--- src/flca_pkg.sv ---
// Shared types and constants for the free list chunk allocator.
package flca_pkg;

    localparam int FREE_ENTRIES_DEF = 64;
    localparam int REGION_BYTES_DEF = 64 * 1024 * 1024;
    localparam int HEADER_BYTES_DEF = 16;
    localparam int MAX_REGIONS_DEF  = 4;

    localparam int ADDR_W   = 28;
    localparam int SIZE_W   = 27;
    localparam int STATUS_W = 2;
    localparam int CFG_W    = 3;

    localparam logic [CFG_W-1:0] REGIONS_ALLOWED_RST = 3'd4;

    typedef enum logic [0:0] {
        REQ_ALLOC = 1'b0,
        REQ_FREE  = 1'b1
    } req_kind_t;

    typedef enum logic [STATUS_W-1:0] {
        ST_OK    = 2'd0,
        ST_NOMEM = 2'd1,
        ST_FULL  = 2'd2
    } status_t;

    typedef enum logic [2:0] {
        S_IDLE,
        S_SCAN,
        S_REGION,
        S_GIVE,
        S_RESULT
    } state_t;

    typedef struct packed {
        logic              req_type;
        logic [SIZE_W-1:0] req_size;
        logic [ADDR_W-1:0] free_addr;
    } req_t;

    typedef struct packed {
        logic [STATUS_W-1:0] status;
        logic [ADDR_W-1:0]   chunk_addr;
        logic [SIZE_W-1:0]   chunk_size;
    } rsp_t;

    typedef struct packed {
        logic [ADDR_W-1:0] addr;
        logic [SIZE_W-1:0] size;
    } entry_t;

    typedef struct packed {
        logic load_new;
        logic take_next;
    } cell_ctrl_t;

endpackage

--- src/flca_cell.sv ---
// One free stack entry: loads a pushed chunk or takes its upper neighbor on removal.
module flca_cell (
    input  logic                       clk,
    input  flca_pkg::cell_ctrl_t       ctrl,
    input  flca_pkg::entry_t           new_entry,
    input  flca_pkg::entry_t           next_entry,
    input  logic [flca_pkg::SIZE_W-1:0] req_size,
    output flca_pkg::entry_t           entry,
    output logic                       hit
);

    flca_pkg::entry_t entry_reg;
    flca_pkg::entry_t entry_next;

    // Pick the new content of this entry
    always_comb
    begin
        entry_next = entry_reg;
        if (ctrl.load_new)
        begin
            entry_next = new_entry;
        end
        else if (ctrl.take_next)
        begin
            entry_next = next_entry;
        end
    end

    always_ff @(posedge clk)
    begin
        entry_reg <= entry_next;
    end

    // Flag a chunk large enough for the pending request
    assign hit   = (entry_reg.size >= req_size);
    assign entry = entry_reg;

endmodule

--- config.mk ---
export PLATFORM = sky130hd
export DESIGN_NAME = flca_cell
export DESIGN_NICKNAME = d
export VERILOG_FILES = /design/src/flca_pkg.sv /design/src/flca_cell.sv
export SDC_FILE = /design/constraint.sdc
export NUM_CORES = 1
export LEC_CHECK = 0
export BUFFER_PORTS_ARGS = -buffer_cell sky130_fd_sc_hd__buf_2
export CORE_MARGIN = 2
export CORE_UTILIZATION = 44
export CTS_BUF_LIST = sky130_fd_sc_hd__clkbuf_8
export DETAILED_ROUTE_END_ITERATION = 6
export HOLD_SLACK_MARGIN = 0.1
export PLACE_DENSITY = 0.83
export SLEW_MARGIN = 10
export SYNTH_ARGS = -nofsm -noshare
export SYNTH_HDL_FRONTEND = slang
export SYNTH_SLANG_ARGS = --single-unit
--- constraint.sdc ---
create_clock -name clk -period 2.44 [get_ports clk]
set_input_delay 0.488 -clock clk [delete_from_list [all_inputs] [get_ports clk]]
set_output_delay 0.488 -clock clk [all_outputs]
set_load 0.01 [all_outputs]
==> out/metrics.csv <==
stage,metric,value,unit
floorplanning,Die Wd,86.37,um
clock_network,clk sinks,55,
routing,Final ANT Viol Nets,0,
final_layout,Final nets,576,
sta,Final WS setup,74.50,ps
logic_synthesis,Synth area leaders,"edfxtp_1, mux2_2, ha_1",
power,power density cells,539.8,nW/um2
sta,Final min period,2366,ps
sta,Worst Max-Slew Pin Slew,502.1,ps
critical_path,"Req. time, crit path",1950,ps
floorplanning,Die Height,86.37,um
critical_path,crit-path leading delay family,simple AND/OR/NAND/NOR gates,
routing,Iteration-0 DRC Markers,49,
sta,RSZ-0062 raised after global routing,true,
logic_synthesis,#FFs+latches synth,55,
logic_synthesis,post-synthesis async set-or-reset flop share,0,%
logic_synthesis,Gate Count Post-Synth,209,
run_status,status,"complete, no violations",
logic_synthesis,post-synth cell types,22,
global_route,initial antenna violation count,1,
critical_path,slowest cell on the critical path,edfxtp_1,
hold_path,Hold Path Class,input pin to flip-flop,
floorplanning,CORE AREA,6681,um2
clock_network,number of buffers created by CTS,5,
floorplanning,Starting Density,44.68,%
global_route,M1 GR Usage,21.32,%
sta,Hold Fails Final Rpt,0,
sta,Final setup viols,0,
clock_network,clk buf depth,2,
final_layout,Area Growth Syn to Fin,42.16,%
floorplanning,die area,7460,um2
routing,DR vias,2424,
critical_path,crit path cell chain,"ha_4, and4_1, nand3_2, nor3_4, o31ai_2, nand3_1, buf_2",
power,leakage,2.080,nW
clock_network,Clock transition at path regs,100,ps
global_route,GRT Overall Usage,20.14,%
sta,fin. max-slew vios,0,
routing,drt via density,4.937,
final_layout,max reg flops,55,
final_layout,layout cells sized above 1,66.59,%
routing,WL/cell,15.82,um
critical_path,CP max FO,2,
place,gpl congestion,0.7731,
critical_path,max incr delay on CP,450,ps
logic_synthesis,synth cell count leaders,"edfxtp_1, mux2_2, ha_1, inv_1, a21oi_1",
critical_path,CP Launch Type,flip-flop,
sta,fmax,422.7,MHz
routing,Post-Route WL,7.768,mm
hold_path,WHS Path Cells,2,
logic_synthesis,synthesized area,2985,um2
global_route,GRT Residual Overflow,0,
clock_network,Post-CTS Hold Buffers,0,
routing,drt first pass iters,4,
global_route,vias in the first global route,2517,
clock_network,clk root buf,clkbuf_8,
logic_synthesis,ys flop type,edfxtp_1,
floorplanning,Rows,30,
place,pre-CTS WS,127.7,ps
power,overall power,2.291,mW
run,Max Cap Viol,0,
global_route,met3 Usage GRT,6.667,%
logic_synthesis,Synth Warn #,0,
logic_synthesis,post-synthesis sequential area ratio,55.32,%
clock_network,H-tree depth,2,
logic_synthesis,Synth top area share,55.32,%
clock_network,CTS tree,yes,
logic_synthesis,"EDFF count, synth",55,
global_route,largest net degree at the start of global routing,37,
critical_path,Worst setup EP type,primary output,
sta,TNS Setup,0,ps
floorplanning,IO Pins,196,
global_route,met2 Track Usage GR,38.25,%
global_route,first-pass GRT wire length,11.50,mm
critical_path,cell count along the critical path,7,
critical_path,crit path buf inv count,1,
routing,DRC violations left,0,
place,IO buf count,195,
place,Post-DP HPWL,6.232,mm
sta,final worst-path cycle share,96.95,%
logic_synthesis,Avg Synthesized Cell Area,14.28,um2
critical_path,CP Data Arrival Time,1880,ps
logic_synthesis,syn_nets,376,
power,worst vdd ir,354.4,uV
logic_synthesis,cell taking the most area after synthesis,edfxtp_1,
sta,max_slew headroom,66.53,%
global_route,GR peak layer,met2,
critical_path,worst setup path category,flip-flop to primary output,
cell type report:
type | count | area (um2)
tap | 80 | 100.1
inverter | 27 | 101.3
clock buffer | 5 | 68.82
multi-input combinational | 121 | 1277
antenna | 1 | 2.502
sequential | 55 | 1652
fill | 556 | 2437
clock inverter | 3 | 23.77
timing repair buffer | 199 | 1018
metal layers:
layer	routed length [um]	vias to the layer above	share of wire [%]
li1	-	1180	-
met1	2780	1132	36
met2	4277	101	55
met3	619	11	8.0
met4	90	0	1.2
met5	0	-	0
worst paths after layout:
kind                      startpoint        end  slack (ps)
worst max-delay path       entry[22]        hit          70
worst min-delay path  next_entry[46]  entry[46]         470
where the power goes:
group / internal [mW] / total, mW / switching [mW]
sequential: 1.16 / 1.21 / 0.0450
clock: 0.208 / 0.520 / 0.312
combinational: 0.296 / 0.565 / 0.269
total: 1.66 / 2.29 / 0.626
cells in the final DEF (no fill, tap or decap):
master      n
clkbuf_8    5
a211oi_2    2
nand3_2     1
inv_1      27
clkinv_1    1
buf_2     195
o31ai_2     1
o21ai_0     3
o21bai_1    1
or2_2       1
diode_2     1
and4_1      1
a21o_1      5
nand2b_1    1
a21oi_2     1
ha_4        4
clkinv_4    1
nand2_1     2
mux2_2     55
inv_8       1
nor3_4      1
a21oi_1     9
ha_1       23
buf_12      1
and3_4      1
nand4_1     4
nand3_1     4
edfxtp_1   55
buf_4       3
o21a_1      1
per-stage QoR:
stage	cell area, um2	cells	utilization (%)	hold slack [ps]
global route	4244	491	63.52	459.8
floorplan	2985	209	-	707.8
detailed placement	4056	481	60.71	792.7
global placement	4056	481	60.71	787.5
CTS	4154	489	62.17	463.5
finish	4244	491	63.52	470.3
repair_timing:
action | in CTS | in global routing
pin swaps | 1 | 7
setup buffers | 0 | 1
resized for setup | 1 | 10
setup endpoints to repair | 1 | 1
logic make-up after synthesis:
logic type / count (synthesis) / synth area share [%]
multiplexers: 55 / 20.75
flip-flops: 55 / 55.32
buffers and inverters: 33 / 4.736
adder cells (fa/ha/maj): 27 / 11.32
AO/OA/AOI/OAI: 23 / 4.862
AND/OR/NAND/NOR: 16 / 3.018
(Power assumes the default switching activity.)
